**src/hdl/cartridge_bank_switch_mapper_macros.svh**
```systemverilog
// Assertion macros for the cartridge bank switch mapper.
// Used by cartridge_bank_switch_mapper.sv; expects clk and arst_n in scope.
`ifndef CARTRIDGE_BANK_SWITCH_MAPPER_MACROS_SVH
`define CARTRIDGE_BANK_SWITCH_MAPPER_MACROS_SVH
`ifndef SYNTH
// checked only outside reset
`define CBSM_ASSERT(label, prop) \
	label: assert property (@(posedge clk) disable iff (!arst_n) prop) \
	else $error("cbsm assertion failed");
// checked at every edge, reset included
`define CBSM_ASSERT_ALWAYS(label, prop) \
	label: assert property (@(posedge clk) prop) \
	else $error("cbsm assertion failed");
`else
`define CBSM_ASSERT(label, prop)
`define CBSM_ASSERT_ALWAYS(label, prop)
`endif
`endif

```
**src/hdl/cbsm_pkg.sv**
```systemverilog
// Shared types, constants and helpers for the cartridge bank switch mapper.
// No dependencies.
package cbsm_pkg;

	localparam int PRG_RAM_BYTES = 2048;
	localparam int PRG_RAM_AW    = $clog2(PRG_RAM_BYTES);

	typedef enum logic [1:0] {
		CMD_CPU_READ  = 2'd0,
		CMD_CPU_WRITE = 2'd1,
		CMD_PPU_READ  = 2'd2
	} cmd_t;

	typedef enum logic [1:0] {
		TGT_NONE    = 2'd0,
		TGT_PRG_ROM = 2'd1,
		TGT_PRG_RAM = 2'd2,
		TGT_CHR     = 2'd3
	} target_t;

	localparam logic [1:0] MIR_VERTICAL   = 2'd0;
	localparam logic [1:0] MIR_HORIZONTAL = 2'd1;
	localparam logic [1:0] MIR_FOUR       = 2'd2;

	// configuration register indexes
	localparam logic [1:0] CFG_PRG_LOG2   = 2'd0;
	localparam logic [1:0] CFG_ALT_LAYOUT = 2'd1;
	localparam logic [1:0] CFG_HORIZ      = 2'd2;

	localparam logic [2:0] PRG_LOG2_MAX = 3'd6;

	localparam logic [15:0] ADDR_RAM_BASE   = 16'h6000;
	localparam logic [15:0] ADDR_ROM_BASE   = 16'h8000;
	localparam logic [15:0] ADDR_MIRROR_REG = 16'hA000;
	localparam logic [15:0] ADDR_IRQ_REG    = 16'hC000;
	localparam logic [15:0] ADDR_CHR_LIMIT  = 16'h2000;

	function automatic logic [1:0] mirror_reload(input logic alt, input logic horiz);
		if (alt)
			return MIR_FOUR;
		return horiz ? MIR_VERTICAL : MIR_HORIZONTAL;
	endfunction

endpackage

```
**src/hdl/cartridge_bank_switch_mapper.sv**
```systemverilog
// Bank switch mapper: one word per cycle unless rsp_stall holds the result register.
// An accepted word goes to the input register, then to the result register, where it is
// shown with result valid. A bank register write is seen by the very next word, since
// state updates as a word leaves the input register. Configuration is always
// ready and reloads mirroring on a layout or horizontal-arrangement write.
// Depends on cbsm_pkg and cartridge_bank_switch_mapper_macros.svh.
`include "cartridge_bank_switch_mapper_macros.svh"

module cartridge_bank_switch_mapper
	import cbsm_pkg::*;
(
	input  logic        clk,
	input  logic        arst_n,

	input  logic        req_valid,
	output logic        req_stall,
	input  logic [1:0]  command,
	input  logic [15:0] address,
	input  logic [7:0]  data,

	output logic        rsp_valid,
	input  logic        rsp_stall,
	output logic [1:0]  target,
	output logic [18:0] mapped_address,
	output logic [1:0]  mirroring,

	input  logic        cfg_valid,
	output logic        cfg_ready,
	input  logic [1:0]  cfg_index,
	input  logic [2:0]  cfg_data
);

	// configuration and mapper state
	logic [2:0] cfg_log2_q;
	logic       cfg_alt_q;
	logic       cfg_horiz_q;
	logic [2:0] bank_index_q;
	logic       prg_swap_q;
	logic       chr_inv_q;
	logic [6:0] bank_regs_q [8];
	logic [1:0] mirror_q;

	// input stage
	logic        valid_s1;
	cmd_t        command_s1;
	logic [15:0] address_s1;
	logic [7:0]  data_s1;

	// result register
	logic        rsp_valid_q;
	target_t     target_q;
	logic [18:0] mapped_q;
	logic [1:0]  mirror_out_q;

	logic s1_adv;

	// combinational results
	target_t     target_c;
	logic [18:0] mapped_c;
	logic [1:0]  mirror_nxt;
	logic        sel_wr;
	logic        reg_wr;

	logic [2:0]  prg_lg;
	logic [6:0]  prg_count;
	logic [5:0]  prg_mask;
	logic [5:0]  prg_second;
	logic [5:0]  prg_bank;
	logic [18:0] prg_addr;
	logic [2:0]  chr_slot;
	logic [2:0]  chr_idx;
	logic [6:0]  chr_reg;
	logic [6:0]  chr_bank;
	logic [18:0] chr_addr;
	logic [18:0] ram_addr;

	assign s1_adv    = !rsp_valid_q || !rsp_stall;
	assign req_stall = valid_s1 && !s1_adv;
	assign cfg_ready = 1'b1;

	assign rsp_valid      = rsp_valid_q;
	assign target         = target_q;
	assign mapped_address = mapped_q;
	assign mirroring      = mirror_out_q;

	// PRG ROM slot mapping; bank count is a power of two, so mask the bank
	always_comb begin
		prg_lg     = (cfg_log2_q > PRG_LOG2_MAX) ? PRG_LOG2_MAX : cfg_log2_q;
		prg_count  = 7'd1 << prg_lg;
		prg_mask   = 6'(prg_count - 7'd1);
		prg_second = 6'(prg_count - 7'd2);
		case (address_s1[14:13])
			2'd1:    prg_bank = bank_regs_q[7][5:0];
			2'd3:    prg_bank = prg_mask;
			default: prg_bank = ((address_s1[14:13] == 2'd0) == !prg_swap_q) ?
				bank_regs_q[6][5:0] : prg_second;
		endcase
		prg_bank = prg_bank & prg_mask;
		prg_addr = {prg_bank, address_s1[12:0]};
	end

	// CHR: slots 0-3 pair up on R0/R1, slots 4-7 use R2-R5
	always_comb begin
		chr_slot = address_s1[12:10] ^ {chr_inv_q, 2'b00};
		chr_idx  = chr_slot[2] ? (chr_slot - 3'd2) : {2'b00, chr_slot[1]};
		chr_reg  = bank_regs_q[chr_idx];
		chr_bank = chr_slot[2] ? chr_reg : {chr_reg[6:1], chr_slot[0]};
		chr_addr = {2'b00, chr_bank, address_s1[9:0]};
	end

	assign ram_addr = 19'(address_s1[PRG_RAM_AW-1:0]);

	always_comb begin
		target_c   = TGT_NONE;
		mapped_c   = '0;
		mirror_nxt = mirror_q;
		sel_wr     = 1'b0;
		reg_wr     = 1'b0;
		unique case (command_s1)
			CMD_CPU_READ: begin
				if (address_s1 >= ADDR_ROM_BASE) begin
					target_c = TGT_PRG_ROM;
					mapped_c = prg_addr;
				end else if (address_s1 >= ADDR_RAM_BASE) begin
					target_c = TGT_PRG_RAM;
					mapped_c = ram_addr;
				end
			end
			CMD_CPU_WRITE: begin
				if (address_s1 >= ADDR_RAM_BASE && address_s1 < ADDR_ROM_BASE) begin
					target_c = TGT_PRG_RAM;
					mapped_c = ram_addr;
				end else if (address_s1 >= ADDR_ROM_BASE &&
					address_s1 < ADDR_MIRROR_REG) begin
					sel_wr = !address_s1[0];
					reg_wr = address_s1[0];
				end else if (address_s1 >= ADDR_MIRROR_REG &&
					address_s1 < ADDR_IRQ_REG) begin
					if (!address_s1[0] && !cfg_alt_q)
						mirror_nxt = {1'b0, data_s1[0]};
				end
			end
			CMD_PPU_READ: begin
				if (address_s1 < ADDR_CHR_LIMIT) begin
					target_c = TGT_CHR;
					mapped_c = chr_addr;
				end
			end
			default: ;
		endcase
	end

	// pipeline registers
	always_ff @(posedge clk or negedge arst_n) begin
		if (!arst_n) begin
			valid_s1    <= 1'b0;
			rsp_valid_q <= 1'b0;
		end else begin
			if (!req_stall)
				valid_s1 <= req_valid;
			if (s1_adv)
				rsp_valid_q <= valid_s1;
		end
	end

	always_ff @(posedge clk) begin
		if (req_valid && !req_stall) begin
			command_s1 <= cmd_t'(command);
			address_s1 <= address;
			data_s1    <= data;
		end
		if (s1_adv && valid_s1) begin
			target_q     <= target_c;
			mapped_q     <= mapped_c;
			mirror_out_q <= mirror_nxt;
		end
	end

	// mapper and configuration state; mapper state updates as a word leaves the input stage, configuration on cfg_valid
	always_ff @(posedge clk or negedge arst_n) begin
		if (!arst_n) begin
			cfg_log2_q   <= 3'd1;
			cfg_alt_q    <= 1'b0;
			cfg_horiz_q  <= 1'b0;
			bank_index_q <= '0;
			prg_swap_q   <= 1'b0;
			chr_inv_q    <= 1'b0;
			for (int i = 0; i < 8; i++)
				bank_regs_q[i] <= '0;
			mirror_q     <= mirror_reload(1'b0, 1'b0);
		end else begin
			if (s1_adv && valid_s1) begin
				if (sel_wr) begin
					bank_index_q <= data_s1[2:0];
					prg_swap_q   <= data_s1[6];
					chr_inv_q    <= data_s1[7];
				end
				if (reg_wr)
					bank_regs_q[bank_index_q] <= data_s1[6:0];
				mirror_q <= mirror_nxt;
			end
			if (cfg_valid) begin
				case (cfg_index)
					CFG_PRG_LOG2: cfg_log2_q <= cfg_data;
					CFG_ALT_LAYOUT: begin
						cfg_alt_q <= cfg_data[0];
						mirror_q  <= mirror_reload(cfg_data[0], cfg_horiz_q);
					end
					CFG_HORIZ: begin
						cfg_horiz_q <= cfg_data[0];
						mirror_q    <= mirror_reload(cfg_alt_q, cfg_data[0]);
					end
					default: ;
				endcase
			end
		end
	end

	`CBSM_ASSERT_ALWAYS(a_no_stall_when_empty, !valid_s1 |-> !req_stall)
	`CBSM_ASSERT(a_s1_reaches_output, (valid_s1 && s1_adv) |=> rsp_valid)
	`CBSM_ASSERT(a_unmapped_zero_addr, (rsp_valid && target == TGT_NONE) |-> mapped_address == '0)
	`CBSM_ASSERT(a_chr_addr_range, (rsp_valid && target == TGT_CHR) |-> mapped_address[18:17] == 2'b00)
	`CBSM_ASSERT(a_four_screen_held, cfg_alt_q |-> mirror_q == MIR_FOUR)

endmodule
```
**config.mk**
```make
export PLATFORM = sky130hd
export DESIGN_NAME = cartridge_bank_switch_mapper
export DESIGN_NICKNAME = d
export VERILOG_FILES = /design/src/hdl/cbsm_pkg.sv /design/src/hdl/cartridge_bank_switch_mapper.sv
export VERILOG_INCLUDE_DIRS = /design/src /design/src/hdl
export SDC_FILE = /design/constraint.sdc
export NUM_CORES = 1
export LEC_CHECK = 0
export ABC_AREA = 0
export BUFFER_PORTS_ARGS = -buffer_cell sky130_fd_sc_hd__buf_2
export CORE_MARGIN = 5
export CORE_UTILIZATION = 28
export CTS_CLUSTER_SIZE = 40
export DETAILED_ROUTE_END_ITERATION = 8
export PLACE_DENSITY = 0.46
export SYNTH_ARGS = -nofsm -noshare
export SYNTH_HDL_FRONTEND = slang
export SYNTH_SLANG_ARGS = --single-unit
```
**constraint.sdc**
```tcl
create_clock -name clk -period 3.1 [get_ports clk]
set_clock_uncertainty 0.1 [all_clocks]
set_input_delay 0.465 -clock clk [delete_from_list [all_inputs] [get_ports clk]]
set_output_delay 0.465 -clock clk [all_outputs]
set_load 0.005 [all_outputs]
```
* After elaboration in Yosys (flattened, before gate mapping)
Index checks and enable logic that the tools add are counted.
Storage, ports and cells: flip-flop bits (word level) 119, input port bits 36, output and inout bits 26, word-level logic and storage cells 120
Operators by class: add/sub/neg operators 3, order comparisons 11, equal/unequal tests 7, shift operators 1, mux-type cells 47, bitwise gates (word level) 4, reduce and logical (&&, ||, !) cells 24
Operator list (number):
- $pmux 19 s3 | 1
- $bwmux 56 | 1
- $lt 16x16->1 const B | 3
- $ge 16x16->1 const B | 2
- $mux 2 | 15
- $mux 11 | 2
- $bmux 7 s3 | 1
- $demux 7 s3 | 1
- $mux 7 | 3
- $mux 19 | 1
- $mux 17 | 1
- $ge 16x15->1 const B | 1
- $lt 16x14->1 const B | 1
- $mux 1 | 15
- $pmux 6 s2 | 1
- $reduce_and 2->1 | 5
- $ge 4x4->1 const B | 2
- $logic_and 1x1->1 | 8
- $not 3->4 | 2
- $logic_not 1->1 | 7
- $and 6x6->6 | 1
- $eq 2x1->1 const B | 3
- $eq 2x2->1 const B | 3
- $logic_not 2->1 | 3
- 13 further kinds | 14

* Depth between registers and ports, before layout
depth after elaboration 10, gate-level depth with buffers 7, depth with buffers taken out 6

* Worst setup path after synthesis
Ideal clock, no wire load.
kind input to register, start point in rsp_stall, end point reg bank_regs_q[21] (netlist bit), setup time 0.125 ns, data arrival time 2.108 ns, required time 2.875 ns, path slack 0.767 ns, stages on the path 5, path buffers 1, cells stage by stage a21boi_4 -> nand4_2 -> or4_1 -> buf_4 -> mux2_4
On the way: longest elaborated chain between the ends 4
RTL lines:
- from (decl) | line cartridge_bank_switch_mapper.sv:22 | input logic rsp_stall,
- $logic_not 1->1 | line cartridge_bank_switch_mapper.sv:77 | assign s1_adv = !rsp_valid_q || !rsp_stall;
- $logic_or 1x1->1 | line cartridge_bank_switch_mapper.sv:77
- $logic_and 1x1->1 | line cartridge_bank_switch_mapper.sv:192 | if (s1_adv && valid_s1) begin
- $reduce_and 2->1 (no line)
- to (signal, indexed assignment) | line cartridge_bank_switch_mapper.sv:199 | bank_regs_q[bank_index_q] <= data_s1[6:0];
- to (decl) | line cartridge_bank_switch_mapper.sv:40 | logic [6:0] bank_regs_q [8];
Every way passes these cells. A chain may end at the register's enable or synchronous reset.

* Final worst setup path
start point reg address_s1[13], end point reg mapped_q[16] (netlist: mapped_address[16]) (data pin)
On the way: longest elaborated chain between the ends 7, elaborated cells between the ends (all ways) 12, those cells by class order compare: 2; eq/ne: 3; mux: 5; bitwise: 1; reduce/logical: 1
RTL lines:
- from (decl) | line cartridge_bank_switch_mapper.sv:46 | logic [15:0] address_s1;
- from (signal assigned) | line cartridge_bank_switch_mapper.sv:169 | address_s1 <= address;
- parallel branches: the longest is 6 deep, another holds $lt 16x14->1
- $pmux 19 s3 (*) | line cartridge_bank_switch_mapper.sv:119 | unique case (command_s1)
- to (signal assigned) | line cartridge_bank_switch_mapper.sv:174 | mapped_q <= mapped_c;
- to (decl) | line cartridge_bank_switch_mapper.sv:52 | logic [18:0] mapped_q;
Every way passes the cells marked *.

==> flow_metrics.env <==
export IMPL_outcome="complete, no violations"
export IMPL_yosysWarnings=0
export IMPL_worstPathArrival_ps=2610
export IMPL_row_count=49
export IMPL_power_switching_uw=944
export IMPL_drt_vias_per_instance=4.58
export IMPL_setup_violations=0
export IMPL_synthFlopType="dfrtp_1"
export IMPL_p_leak_uw=0.00271
export IMPL_cts_tree="built"
export IMPL_vdd_drop_max_v=0.000337
export IMPL_clock_fmax_mhz=402
export IMPL_portBuffers=60
export IMPL_min_period_over_period=0.802
export IMPL_finalHoldViolCount=0
export IMPL_drt_wl_total_um=11500
export IMPL_critPathKind="reg2reg"
export IMPL_crit_required_ps=3220
export IMPL_tns_ps=0
export IMPL_cts_setup_buffers=0
export IMPL_seq_area_frac_synth=0.620
export IMPL_nets=462
export IMPL_htreeDepth=4
export IMPL_initialDrtViolationCount=176
export IMPL_antenna_cells=0
export IMPL_rsz0062_at_grt="false"
export IMPL_worst_slew_pin_transition_ps=688
export IMPL_pre_cts_slack_ps=705
export IMPL_gp_congestion=0.761
export IMPL_p_sw_frac=0.232
export IMPL_grt_max_degree=45
export IMPL_synth_edf_count=49
export IMPL_ys_types=59
export IMPL_design_power_total_uw=4070
export IMPL_crit_path_end_kind="register"
export IMPL_syn_num_nets=386
export IMPL_min_period_ps=2490
export IMPL_area_growth_pct=23.0
export IMPL_cts_root_buf="clkbuf_16"
export IMPL_pwr_share_clk=0.453
export IMPL_dpl_hpwl_um=8100
export IMPL_postRouteAntennaNets=0
export IMPL_grt_usage=0.120
export IMPL_ios=62
export IMPL_layout_setup_ws_ps=614
export IMPL_core_area_um2=17800
export IMPL_die_w_um=144
export IMPL_nFillCells=1723
export IMPL_max_slew_margin_rel=0.539
export IMPL_numCtsBuffers=17
export IMPL_cts_sinks=115
export IMPL_internal_power_uw=3120
export IMPL_cts_resized=0
export IMPL_drive_above_1_share=0.421
export IMPL_firstDrtPassIters=4
export IMPL_synthesis_area_um2=5040
export IMPL_final_core_util=0.348
export IMPL_hold_class="in2reg"
export IMPL_synthCells=346
export IMPL_grt_pass1_wl_um=18500
export IMPL_grt_pass1_vias=3264
export IMPL_clk_path_buf_depth=2
export IMPL_postSynthRegisterBits=115
export IMPL_syn_area_per_cell_um2=14.6
export IMPL_final_cells=664
export IMPL_start_util=0.282
export IMPL_clk_pin_slew_ps=50
export IMPL_clkLatencyLatePin_ps=410
export IMPL_final_max_slew_viol_count=0
export IMPL_ctsHoldBuffers=1
export IMPL_cap_violations=0
export IMPL_drc=0
export IMPL_antenna_found_initial=0
export IMPL_p_seq_frac=0.456
export IMPL_floorplan_die_height_um=144
export IMPL_startpoint_type="register"
export IMPL_grt_ovfl_total=0
export IMPL_critPathMaxFanout=19
export IMPL_dr_total_vias=3038
export IMPL_powerDensity_nw_per_um2=656
export IMPL_post_place_cells=631
export IMPL_comb_power_share=0.091
export IMPL_wl_per_cell_um=17.3
export IMPL_dieArea_um2=20800
export IMPL_async_reset_ff_frac=0.574
[layout by cell type (no fill, tap or decap), drive strengths merged, types with 2 or more instances in the layout]
master / count
buf: 70
mux2: 68
dfrtp: 64
edfxtp: 49
clkbuf: 27
nor2: 16
nand2: 14
nor2b: 11
a21oi: 10
mux2i: 9
inv: 7
nand2b: 7
nor3: 6
nand3: 5
o21ai: 5
nand4: 5
ha: 4
nor3b: 4
clkinv: 4
and2: 3
mux4: 3
a21o: 3
o221ai: 3
o31ai: 3
nor4bb: 2
o22ai: 2
nand3b: 2
a31oi: 2
or3: 2
dfstp: 2
nor4: 2
[power by group through the flow]
stage / combinational, uW / clock (uW) / sequential, uW
global placement: 371 / 0 / 1880
global route: 421 / 1970 / 1870
CTS: 379 / 1900 / 1860
detailed placement: 376 / 0 / 1880
floorplan: 267 / 0 / 1830
finish: 370 / 1840 / 1860
[per-layer routing]
metal | vias up | global-route usage | wire [um]
met1 | 1498 | 0.157 | 5300
met4 | 0 | 0.0481 | 157
met2 | 81 | 0.183 | 5380
met5 | - | 0 | 0
li1 | 1442 | - | -
met3 | 17 | 0.0400 | 670
[path summary, 6_finish.rpt]
| check | from | endpoint | slack, ps | depth (start not counted) |
|---|---|---|---|---|
| max | address_s1[13] | mapped_address[16] | 610 | 5 |
| min | data[5] | data_s1[5] | 130 | 1 |
| min reg2reg | data_s1[7] | chr_inv_q | 380 | 1 |
| max in group asynchronous | arst_n | bank_regs_q[12] | 1890 | 3 |
| min in group asynchronous | arst_n | bank_regs_q[41] | 270 | 2 |
| max reg2reg | address_s1[13] | mapped_address[16] | 610 | 5 |
[final cells by class]
type,count,area (um^2),area share
inverter,7,26.3,0.00424
clock buffer,27,513,0.0827
sequential,115,3130,0.504
clock inverter,5,48.8,0.00787
multi-input combinational,210,1820,0.293
timing repair buffer,71,385,0.0621
tap,229,287,0.0462
[synth_stat cells, drive strengths merged, types with 3 or more instances]
master	instances	area, um^2
nand2b	7	43.8
nand2	14	52.6
nand4	5	43.8
o221ai	3	26.3
mux2i	9	90.1
edfxtp	49	1470
a21o	3	22.5
o31ai	3	22.5
nor2	16	65.1
clkbuf	7	26.3
dfrtp	64	1600
nor3b	4	35.0
nand3	5	25.0
mux2	68	792
ha	4	50.1
inv	7	26.3
nor2b	11	68.8
a21oi	10	50.1
nor3	6	46.3
and2	3	18.8
o21ai	5	28.8
buf	7	46.3
mux4	3	67.6
[registers in the layout (all words and copies together) (netlist names), 2 cells and up]
register / flops
address_s1: 16
cfg_log2_q: 3
bank_index_q: 3
mirror_q: 2
bank_regs_q: 52
data_s1: 8
mapped_address: 19
command_s1: 2
mirroring: 2
target: 2
[critical path: stages (launching register included)]
cell and delay, ps:
edfxtp_1 630, nor4b_1 440, nor2b_1 510, buf_4 240, nand2_1 100, o221ai_1 260
[cells by family (layout without fill, tap and decap cells)]
group | Yosys count | in the layout | synth area share
compound gates | 37 | 37 | 0.0526
simple gates | 86 | 86 | 0.105
mux | 80 | 80 | 0.188
fa+ha+maj | 4 | 4 | 0.00993
flops | 115 | 115 | 0.620
xor+xnor | 2 | 2 | 0.00348
other cells | 1 | 1 | 0.000744
buf+inv | 21 | 110 | 0.0196
[per-stage QoR]
step	area, um^2	hold WS, ps
final	6200	125
after detailed placement	5630	163
after global placement	5630	163
after floorplan	5040	69.4
after CTS	6200	101
after global routing	6200	101
Power figures use the tool's default switching activity.
